`config.mk`:
```
export PLATFORM = sky130hd
export DESIGN_NAME = masked_byte_pattern_scan_flat
export DESIGN_NICKNAME = d
export VERILOG_FILES = /design/src/design/mbps_pkg.sv /design/src/design/mbps_in_if.sv /design/src/design/mbps_out_if.sv /design/src/design/masked_byte_pattern_scan.sv /design/src/design/mbps_cell.sv /design/src/flat_wrapper.sv
export SDC_FILE = /design/constraint.sdc
export NUM_CORES = 2
export LEC_CHECK = 0
export ABC_AREA = 1
export BUFFER_PORTS_ARGS = -buffer_cell sky130_fd_sc_hd__buf_2
export CAP_MARGIN = 20
export CORE_ASPECT_RATIO = 0.6
export CORE_UTILIZATION = 50
export DETAILED_ROUTE_END_ITERATION = 6
export PLACE_DENSITY = 0.63
export SLEW_MARGIN = 10
export SYNTH_ARGS = -nofsm -noshare
export SYNTH_HDL_FRONTEND = slang
export SYNTH_SLANG_ARGS = --single-unit
```
`constraint.sdc`:
```
create_clock -name i_clk -period 3.8 [get_ports i_clk]
set_clock_uncertainty 0.1 [all_clocks]
set_input_delay 0.76 -clock i_clk [delete_from_list [all_inputs] [get_ports i_clk]]
set_output_delay 0.76 -clock i_clk [all_outputs]
set_load 0.02 [all_outputs]
```
`src/design/mbps_pkg.sv`:
```
// Shared constants, codes and types of the masked byte pattern scanner.
package mbps_pkg;

    // Sizing
    localparam int MAX_PATTERN = 32;
    localparam int POS_BITS    = 32;
    localparam int BYTE_W      = 8;
    localparam int IDX_W       = $clog2(MAX_PATTERN);
    localparam int EFF_W       = $clog2(MAX_PATTERN + 1);

    // Field widths
    localparam int ACTION_W    = 2;
    localparam int PIDX_W      = 5;
    localparam int OFFSET_W    = 32;
    localparam int LEN_CFG_W   = 6;
    localparam int CFG_W       = 6;
    localparam int CFG_IDX_W   = 1;

    // Match starts may be restricted to multiples of this step
    localparam int ALIGN_STEP  = 4;
    localparam int ALIGN_W     = $clog2(ALIGN_STEP);

    // Action codes
    localparam logic [ACTION_W-1:0] ACT_LOAD    = 2'd0;
    localparam logic [ACTION_W-1:0] ACT_SCAN    = 2'd1;
    localparam logic [ACTION_W-1:0] ACT_RESTART = 2'd2;

    // Register indexes
    localparam logic [CFG_IDX_W-1:0] CFG_PATTERN_LENGTH = 1'd0;
    localparam logic [CFG_IDX_W-1:0] CFG_ALIGNED_STARTS = 1'd1;

    // One pattern entry
    typedef struct packed {
        logic [BYTE_W-1:0] value;
        logic [BYTE_W-1:0] mask;
    } t_pat;

    // Controls broadcast to every cell
    typedef struct packed {
        logic scan;
        logic clear;
        logic rotate;
    } t_cell_ctl;

endpackage

```
`src/design/mbps_in_if.sv`:
```
// Input channel of the scanner: pattern loads, data bytes and restarts.
interface mbps_in_if;
    logic                               valid;
    logic                               ready;
    logic [mbps_pkg::ACTION_W-1:0]      action;
    logic [mbps_pkg::PIDX_W-1:0]        pattern_index;
    logic [mbps_pkg::BYTE_W-1:0]        pattern_value;
    logic [mbps_pkg::BYTE_W-1:0]        pattern_mask;
    logic [mbps_pkg::BYTE_W-1:0]        data_byte;
    logic                               is_last;

    modport source (
        output valid, action, pattern_index, pattern_value, pattern_mask, data_byte, is_last,
        input  ready
    );
    modport sink (
        input  valid, action, pattern_index, pattern_value, pattern_mask, data_byte, is_last,
        output ready
    );
endinterface

```
`src/design/mbps_out_if.sv`:
```
// Result channel of the scanner.
interface mbps_out_if;
    logic                               valid;
    logic                               ready;
    logic                               match_found;
    logic [mbps_pkg::OFFSET_W-1:0]      match_offset;
    logic                               search_done;

    modport source (
        output valid, match_found, match_offset, search_done,
        input  ready
    );
    modport sink (
        input  valid, match_found, match_offset, search_done,
        output ready
    );
endinterface

```
`src/design/masked_byte_pattern_scan.sv`:
```
// Top level of the masked byte pattern scanner: cell row, position tracking and result pipe.
//
// Takes one beat per clock unless a realignment or a stalled result side holds input
// ready low: a pattern load, a data byte or a restart. It returns one result beat for
// each, registered in stage 1 and then in the output register. A row of MAX_PATTERN
// cells holds the byte history and the pattern entries, so every masked compare of the
// window runs in parallel; the per-cell hits are registered and reduced in the next stage,
// where the first-match decision is made. Pattern entries sit in the cells already lined
// up for the current pattern_length. After a write to pattern_length the row rotates its
// entries one cell per cycle until they line up again; input ready stays low meanwhile.
module masked_byte_pattern_scan (
    input  logic                            i_clk,
    input  logic                            i_rst_n,
    input  logic                            i_cfg_we,
    input  logic [mbps_pkg::CFG_IDX_W-1:0]  i_cfg_index,
    input  logic [mbps_pkg::CFG_W-1:0]      i_cfg_data,
    mbps_in_if.sink                         i_in,
    mbps_out_if.source                      o_out
);

    localparam int CMP_W = (mbps_pkg::LEN_CFG_W > mbps_pkg::EFF_W) ?
                           mbps_pkg::LEN_CFG_W : mbps_pkg::EFF_W;
    localparam int PIDX_CMP_W = ((mbps_pkg::PIDX_W > mbps_pkg::IDX_W) ?
                                 mbps_pkg::PIDX_W : mbps_pkg::IDX_W) + 1;

    // Configuration registers
    logic [mbps_pkg::LEN_CFG_W-1:0] r_len_cfg;
    logic                           r_align;

    always_ff @(posedge i_clk) begin
        if (!i_rst_n) begin
            r_len_cfg <= mbps_pkg::LEN_CFG_W'(1);
            r_align   <= 1'b0;
        end else if (i_cfg_we) begin
            case (i_cfg_index)
                mbps_pkg::CFG_PATTERN_LENGTH: r_len_cfg <= i_cfg_data[mbps_pkg::LEN_CFG_W-1:0];
                mbps_pkg::CFG_ALIGNED_STARTS: r_align   <= i_cfg_data[0];
                default: ;
            endcase
        end
    end

    // Effective length: zero acts as one, oversize clamps to the row length
    logic [CMP_W-1:0]              len_x;
    logic [mbps_pkg::EFF_W-1:0]    eff_len;
    logic [mbps_pkg::IDX_W-1:0]    rot_target;

    always_comb begin
        len_x = CMP_W'(r_len_cfg);
        if (len_x == '0) begin
            eff_len = mbps_pkg::EFF_W'(1);
        end else if (len_x > CMP_W'(mbps_pkg::MAX_PATTERN)) begin
            eff_len = mbps_pkg::EFF_W'(mbps_pkg::MAX_PATTERN);
        end else begin
            eff_len = mbps_pkg::EFF_W'(len_x);
        end
        rot_target = (eff_len == mbps_pkg::EFF_W'(mbps_pkg::MAX_PATTERN)) ?
                     '0 : mbps_pkg::IDX_W'(eff_len);
    end

    // Ring alignment: cell k holds pattern entry (r_rot - 1 - k) mod MAX_PATTERN
    logic [mbps_pkg::IDX_W-1:0] r_rot;
    logic                       rotating;

    assign rotating = (r_rot != rot_target);

    always_ff @(posedge i_clk) begin
        if (!i_rst_n) begin
            r_rot <= mbps_pkg::IDX_W'(1);
        end else if (rotating) begin
            r_rot <= (r_rot == mbps_pkg::IDX_W'(mbps_pkg::MAX_PATTERN - 1)) ?
                     '0 : r_rot + 1'b1;
        end
    end

    // Handshake and pipe control
    logic r_s1_v;
    logic r_out_v;
    logic out_en;
    logic s1_en;
    logic in_acc;
    logic is_scan;
    logic is_load;
    logic is_restart;

    assign out_en     = !r_out_v || o_out.ready;
    assign s1_en      = !r_s1_v || out_en;
    assign i_in.ready = s1_en && !rotating;
    assign in_acc     = i_in.valid && i_in.ready;
    assign is_scan    = in_acc && (i_in.action == mbps_pkg::ACT_SCAN);
    assign is_load    = in_acc && (i_in.action == mbps_pkg::ACT_LOAD);
    assign is_restart = in_acc && (i_in.action == mbps_pkg::ACT_RESTART);

    // Cell address of a pattern load
    logic                          idx_ok;
    logic [mbps_pkg::IDX_W:0]      addr_sum;
    logic [mbps_pkg::IDX_W-1:0]    load_addr;

    always_comb begin
        idx_ok   = PIDX_CMP_W'(i_in.pattern_index) < PIDX_CMP_W'(mbps_pkg::MAX_PATTERN);
        addr_sum = {1'b0, r_rot} + (mbps_pkg::IDX_W + 1)'(mbps_pkg::MAX_PATTERN - 1)
                 - (mbps_pkg::IDX_W + 1)'(i_in.pattern_index);
        if (addr_sum >= (mbps_pkg::IDX_W + 1)'(mbps_pkg::MAX_PATTERN)) begin
            load_addr = mbps_pkg::IDX_W'(addr_sum - (mbps_pkg::IDX_W + 1)'(mbps_pkg::MAX_PATTERN));
        end else begin
            load_addr = mbps_pkg::IDX_W'(addr_sum);
        end
    end

    // Byte position and window eligibility
    logic [mbps_pkg::POS_BITS-1:0] r_pos;
    logic [mbps_pkg::POS_BITS-1:0] len_m1;
    logic [mbps_pkg::POS_BITS-1:0] start;
    logic                          pos_open;
    logic                          elig;

    always_comb begin
        len_m1   = mbps_pkg::POS_BITS'(eff_len - 1'b1);
        start    = r_pos - len_m1;
        pos_open = (r_pos != '1);
        elig     = pos_open && (r_pos >= len_m1) &&
                   (!r_align || (start[mbps_pkg::ALIGN_W-1:0] == '0));
    end

    always_ff @(posedge i_clk) begin
        if (!i_rst_n) begin
            r_pos <= '0;
        end else if (is_restart) begin
            r_pos <= '0;
        end else if (is_scan && pos_open) begin
            r_pos <= r_pos + 1'b1;
        end
    end

    // Cell row
    mbps_pkg::t_cell_ctl          cell_ctl;
    mbps_pkg::t_pat               load_pat;
    logic [mbps_pkg::BYTE_W-1:0]  hist [mbps_pkg::MAX_PATTERN];
    mbps_pkg::t_pat               pats [mbps_pkg::MAX_PATTERN];
    logic [mbps_pkg::MAX_PATTERN-1:0] hits;

    assign cell_ctl.scan   = is_scan;
    assign cell_ctl.clear  = is_restart;
    assign cell_ctl.rotate = rotating;
    assign load_pat.value  = i_in.pattern_value;
    assign load_pat.mask   = i_in.pattern_mask;

    for (genvar k = 0; k < mbps_pkg::MAX_PATTERN; k++) begin : g_cell
        logic [mbps_pkg::BYTE_W-1:0] prev_byte;
        mbps_pkg::t_pat              prev_pat;
        logic                        active;
        logic                        load_en;

        if (k == 0) begin : g_head
            assign prev_byte = i_in.data_byte;
            assign prev_pat  = pats[mbps_pkg::MAX_PATTERN-1];
        end else begin : g_body
            assign prev_byte = hist[k-1];
            assign prev_pat  = pats[k-1];
        end

        assign active  = mbps_pkg::EFF_W'(k) < eff_len;
        assign load_en = is_load && idx_ok && (load_addr == mbps_pkg::IDX_W'(k));

        mbps_cell u_cell (
            .i_clk       (i_clk),
            .i_rst_n     (i_rst_n),
            .i_ctl       (cell_ctl),
            .i_load      (load_en),
            .i_load_pat  (load_pat),
            .i_active    (active),
            .i_prev_byte (prev_byte),
            .i_prev_pat  (prev_pat),
            .o_byte      (hist[k]),
            .o_pat       (pats[k]),
            .o_hit       (hits[k])
        );
    end

    // Stage 1: registered hits and window context
    logic                              r_s1_scan;
    logic                              r_s1_restart;
    logic                              r_s1_elig;
    logic                              r_s1_last;
    logic [mbps_pkg::OFFSET_W-1:0]     r_s1_start;
    logic [mbps_pkg::MAX_PATTERN-1:0]  r_s1_hits;

    always_ff @(posedge i_clk) begin
        if (!i_rst_n) begin
            r_s1_v <= 1'b0;
        end else if (s1_en) begin
            r_s1_v <= in_acc;
        end
    end

    always_ff @(posedge i_clk) begin
        if (in_acc) begin
            r_s1_scan    <= (i_in.action == mbps_pkg::ACT_SCAN);
            r_s1_restart <= (i_in.action == mbps_pkg::ACT_RESTART);
            r_s1_elig    <= elig;
            r_s1_last    <= i_in.is_last;
            r_s1_start   <= mbps_pkg::OFFSET_W'(start);
            r_s1_hits    <= hits;
        end
    end

    // First-match decision, in beat order
    logic r_found;
    logic s1_found;
    logic s1_done;

    assign s1_found = r_s1_scan && r_s1_elig && !r_found && (&r_s1_hits);
    assign s1_done  = r_s1_scan && (s1_found || r_s1_last);

    always_ff @(posedge i_clk) begin
        if (!i_rst_n) begin
            r_found <= 1'b0;
        end else if (out_en && r_s1_v) begin
            if (r_s1_restart) begin
                r_found <= 1'b0;
            end else if (s1_found) begin
                r_found <= 1'b1;
            end
        end
    end

    // Output register
    logic                          r_out_found;
    logic [mbps_pkg::OFFSET_W-1:0] r_out_offset;
    logic                          r_out_done;

    always_ff @(posedge i_clk) begin
        if (!i_rst_n) begin
            r_out_v <= 1'b0;
        end else if (out_en) begin
            r_out_v <= r_s1_v;
        end
    end

    always_ff @(posedge i_clk) begin
        if (out_en && r_s1_v) begin
            r_out_found  <= s1_found;
            r_out_offset <= s1_found ? r_s1_start : '0;
            r_out_done   <= s1_done;
        end
    end

    assign o_out.valid        = r_out_v;
    assign o_out.match_found  = r_out_found;
    assign o_out.match_offset = r_out_offset;
    assign o_out.search_done  = r_out_done;

endmodule

```
`src/design/mbps_cell.sv`:
```
// One window cell: a history byte, a pattern entry and its masked compare.
module mbps_cell (
    input  logic                        i_clk,
    input  logic                        i_rst_n,
    input  mbps_pkg::t_cell_ctl         i_ctl,
    input  logic                        i_load,
    input  mbps_pkg::t_pat              i_load_pat,
    input  logic                        i_active,
    input  logic [mbps_pkg::BYTE_W-1:0] i_prev_byte,
    input  mbps_pkg::t_pat              i_prev_pat,
    output logic [mbps_pkg::BYTE_W-1:0] o_byte,
    output mbps_pkg::t_pat              o_pat,
    output logic                        o_hit
);

    logic [mbps_pkg::BYTE_W-1:0] r_byte;
    mbps_pkg::t_pat              r_pat;

    // History shifts one cell per scanned byte
    always_ff @(posedge i_clk) begin
        if (!i_rst_n) begin
            r_byte <= '0;
        end else if (i_ctl.clear) begin
            r_byte <= '0;
        end else if (i_ctl.scan) begin
            r_byte <= i_prev_byte;
        end
    end

    // Pattern entry: direct load, or one step around the ring on realignment
    always_ff @(posedge i_clk) begin
        if (i_load) begin
            r_pat <= i_load_pat;
        end else if (i_ctl.rotate) begin
            r_pat <= i_prev_pat;
        end
    end

    // Compare the byte this cell holds after the shift; unused cells always hit
    assign o_hit  = !i_active ||
                    (((i_prev_byte ^ r_pat.value) & r_pat.mask) == '0);
    assign o_byte = r_byte;
    assign o_pat  = r_pat;

endmodule

```
`src/flat_wrapper.sv`:
```
// flat-port wrapper written by rule: the top's interface ports become plain ports
module masked_byte_pattern_scan_flat 
  (i_clk, i_rst_n, i_cfg_we, i_cfg_index, i_cfg_data, i_in_valid, i_in_action, i_in_pattern_index, i_in_pattern_value, i_in_pattern_mask, i_in_data_byte, i_in_is_last, i_in_ready, o_out_valid, o_out_match_found, o_out_match_offset, o_out_search_done, o_out_ready);
  mbps_in_if i_in_i ();
  mbps_out_if o_out_i ();
  input  logic i_clk;
  input  logic i_rst_n;
  input  logic i_cfg_we;
  input  logic [mbps_pkg::CFG_IDX_W-1:0] i_cfg_index;
  input  logic [mbps_pkg::CFG_W-1:0] i_cfg_data;
  input wire logic [$bits(i_in_i.valid)-1:0] i_in_valid;
  input wire logic [$bits(i_in_i.action)-1:0] i_in_action;
  input wire logic [$bits(i_in_i.pattern_index)-1:0] i_in_pattern_index;
  input wire logic [$bits(i_in_i.pattern_value)-1:0] i_in_pattern_value;
  input wire logic [$bits(i_in_i.pattern_mask)-1:0] i_in_pattern_mask;
  input wire logic [$bits(i_in_i.data_byte)-1:0] i_in_data_byte;
  input wire logic [$bits(i_in_i.is_last)-1:0] i_in_is_last;
  output wire logic [$bits(i_in_i.ready)-1:0] i_in_ready;
  output wire logic [$bits(o_out_i.valid)-1:0] o_out_valid;
  output wire logic [$bits(o_out_i.match_found)-1:0] o_out_match_found;
  output wire logic [$bits(o_out_i.match_offset)-1:0] o_out_match_offset;
  output wire logic [$bits(o_out_i.search_done)-1:0] o_out_search_done;
  input wire logic [$bits(o_out_i.ready)-1:0] o_out_ready;
  assign i_in_i.valid = i_in_valid;
  assign i_in_i.action = i_in_action;
  assign i_in_i.pattern_index = i_in_pattern_index;
  assign i_in_i.pattern_value = i_in_pattern_value;
  assign i_in_i.pattern_mask = i_in_pattern_mask;
  assign i_in_i.data_byte = i_in_data_byte;
  assign i_in_i.is_last = i_in_is_last;
  assign i_in_ready = i_in_i.ready;
  assign o_out_valid = o_out_i.valid;
  assign o_out_match_found = o_out_i.match_found;
  assign o_out_match_offset = o_out_i.match_offset;
  assign o_out_search_done = o_out_i.search_done;
  assign o_out_i.ready = o_out_ready;
  masked_byte_pattern_scan u_core (.i_clk(i_clk), .i_rst_n(i_rst_n), .i_cfg_we(i_cfg_we), .i_cfg_index(i_cfg_index), .i_cfg_data(i_cfg_data), .i_in(i_in_i), .o_out(o_out_i));
endmodule
```
==> out/results.txt <==
status = complete, but fails checks
violated checks = design-rule violations
routability cong. = 0.9297
Sw Pwr = 12.17 mW
asr flop ratio synth = 0
GRT overflow = 0
CP cell instances = inv_2 -> buf_4 -> nand2_2 -> buf_4 -> nand2_1 -> nand2_1 -> inv_1 -> nand2_1 -> nor2_1 -> nand2_1 -> nor2_4 -> buf_4 -> inv_1 -> nor2_1 -> buf_2
clock group share of total power = 0.250
Hold Startpoint = i_in_is_last
initial antenna violation count = 2
Crit-path slowest cell = dfxtp_1
post-route clock period utilization = 0.9623
combinational group share of total power = 0.253
EDFF count, synth = 614
Syn Area/Cell = 8.207 sq um
CTS Buffer Depth = 3
Syn Inst Count = 5,319
Arr. time, crit path = 2.80 ns
Flop pwr share = 0.498
kind of critical path = flip-flop to output port
Crit path top cell by count = nand2_1
First DRT Iteration DRCs = 4,311
Pwr per Cell Area = 738.7 mW/mm^2
endpoints failing hold = 0
Yosys reg bits = 909
layout cells sized above 1 = 0.08956
worst r2r src = u_core.len_x[5]
worst skew pair latency = 0.69 ns
io pins = 80
Tmin final = 3.657 ns
H-tree depth = 3
DIE AREA = 0.08853 sq mm
ANT nets after route = 0
Internal = 23.53 mW
fmax = 273.5 MHz
row cnt = 83
vias in the first global route = 32,463
Initial Util = 0.5077
max_cap viols = 0
CTS root buffer = clkbuf_16
RSZ-0062 raised after global routing = no
startpoint type of the worst setup path = flip-flop
CTS sink cnt = 909
Leakage = 20.31 nW
top_reg_cell synth = edfxtp_1
Synth-to-Final Area Change = 10.71%
input/output buffers = 79
Seq/Total Area, Yosys = 0.5577
global-route usage over all layers = 0.2888
mapped cell area = 0.04365 sq mm
CTS tree = yes
vias = 36,231
Die Width = 383.5 um
Post-CTS Setup Bufs = 0
placed insts = 6,430
worst endpoint required time = 2.94 ns
Worst IR Drop VDD = 0.0003921 V
Setup TNS Final = 0 ns
Vias/cell = 5.492
Residual DRC = 4
crit-path max FO = 10
Resized Gates After CTS = 0
WL final = 127.9 mm
final std cells w/o fill = 6,597
# nets final = 5,462
Worst Setup End Kind = output port
Worst Setup SP = u_core.len_x[5]
post-synthesis cell type count = 50
Net Sw Frac = 0.3408
Vert. Die Dim = 230.9 um
Hold WS = 0.1683 ns
drt pass-1 iters = 7
Largest stage delay, worst path = 0.35 ns
hold_buf cts = 0
core area = 0.08599 sq mm
final setup violation count = 0
pin count of the biggest net entering global routing = 134
Ys Warns = 0
max-slew violations = 0
Worst-path clk slew = 0.07 ns
HP Class = input port to flip-flop
TritonCTS Buffers = 87
wire per inst = 19.39 um
max_slew headroom = 0.2112
CP bufs+invs = 7
worst slew pin tran = 1.183 ns
Fillers = 7,822
Post-Syn Nets = 5,407
post-DP HPWL = 87.31 mm
first-pass GRT wire length = 197.0 mm
CP delay by family, top = buffers and inverters
[cells by family after synthesis]
| family | count (synthesis) | synth area share |
|---|---|---|
| simple gates | 3375 | 0.3112 |
| flops | 909 | 0.5577 |
| compound gates | 528 | 0.06716 |
| buf+inv | 400 | 0.03849 |
| xor+xnor | 62 | 0.01244 |
| fa+ha+maj | 44 | 0.01296 |
| other cells | 1 | 0.00008590 |
[synth_stat cells (all sizes together) (9+ instances only)]
| cell | instances | area [sq um] |
|---|---|---|
| clkbuf | 91 | 341.6 |
| o2111ai | 20 | 175.2 |
| xnor2 | 9 | 78.83 |
| nor3 | 17 | 96.35 |
| nor2 | 340 | 1511 |
| dfxtp | 295 | 5906 |
| o22ai | 20 | 125.1 |
| a21oi | 318 | 1592 |
| xor2 | 53 | 464.2 |
| edfxtp | 614 | 18440 |
| nand2 | 2706 | 10210 |
| nand4 | 31 | 193.9 |
| inv | 181 | 679.4 |
| o21ai | 104 | 520.5 |
| o21bai | 17 | 127.6 |
| or2 | 105 | 656.9 |
| o41ai | 11 | 96.34 |
| buf | 128 | 659.4 |
| ha | 42 | 525.5 |
| nand3 | 163 | 833.3 |
[per-stage QoR]
step                        util  setup slack [ns]  power [mW]  instance area [sq um]
final                     0.5620            0.1431       35.70                  48330
after global routing      0.5620          0.008524       37.58                  48330
after CTS                 0.5617           0.07929       35.63                  48300
after detailed placement  0.5283           0.07628       26.63                  45430
after global placement    0.5283            0.1131       26.61                  45430
after floorplan                -            0.2396       23.02                  43650
[sequential cells by signal (all words and copies together) (netlist names), 5 cells and up]
register	cells
u_core.r_s1_start	32
u_core.o_out.match_offset	32
u_core.len_x	6
u_core.r_pos	32
u_core.g_cell.u_cell.o_byte	248
u_core.g_cell.u_cell.o_pat	512
u_core.r_rot	5
u_core.r_s1_hits	32
[power by group through the flow]
stage / clock (mW) / combinational [mW] / sequential, mW
floorplan: 0 / 6.05 / 17.0
global placement: 0 / 8.76 / 17.8
detailed placement: 0 / 8.87 / 17.8
CTS: 9.03 / 8.95 / 17.7
global route: 9.40 / 10.1 / 18.1
finish: 8.91 / 9.03 / 17.8
[path summary, 6_finish.rpt]
check / depth (start not counted) / endpoint / slack, ns
setup / recovery: 15 / i_in_ready / 0.14
hold / removal: 1 / u_core.r_s1_last / 0.17
setup reg to reg: 18 / u_core.r_s1_start[22] / 0.29
hold reg to reg: 1 / u_core.r_found / 0.32
[worst register-to-register path: cells and delay by family, from the launching register on]
kind                       cells  cell delay, ns
adders and majority gates      2            0.68
xor gates and xnor gates       1            0.13
buffers and inverters          2            0.28
and+or+nand+nor                9            0.92
DFF                            1            0.41
AOI/OAI and AO/OA              4            0.72
[routing by layer]
metal / share of wire / global-route usage
met1: 0.50 / 0.4779
met2: 0.38 / 0.3783
met3: 0.11 / 0.06148
met4: 0.017 / 0.05266
met5: 0.00010 / 0
[placed cells by master, fill, tap and decap left out, types with 31 or more instances in the layout]
| master | instances |
|---|---|
| or2_2 | 105 |
| inv_1 | 179 |
| nand3_1 | 161 |
| buf_2 | 79 |
| o21ai_0 | 100 |
| nand4_1 | 31 |
| nand2_1 | 2686 |
| dfxtp_1 | 295 |
| clkbuf_16 | 91 |
| edfxtp_1 | 614 |
| a21oi_1 | 316 |
| xor2_1 | 53 |
| nor2_1 | 307 |
| buf_4 | 95 |
| nor2_4 | 32 |
| ha_1 | 42 |
[cell type report]
| cell class | instances | area [sq um] | area share |
|---|---|---|---|
| Antenna cell | 1 | 2.502 | 0.00005178 |
| Clock buffer | 122 | 2524 | 0.05222 |
| Clock inverter | 42 | 346.6 | 0.007172 |
| Inverter | 181 | 680.7 | 0.01408 |
| Multi-Input combinational cell | 4010 | 17670 | 0.3656 |
| Sequential cell | 909 | 24340 | 0.5037 |
| Tap cell | 1147 | 1435 | 0.02970 |
| Timing Repair Buffer | 185 | 1329 | 0.02750 |
(Power assumes the default switching activity.)
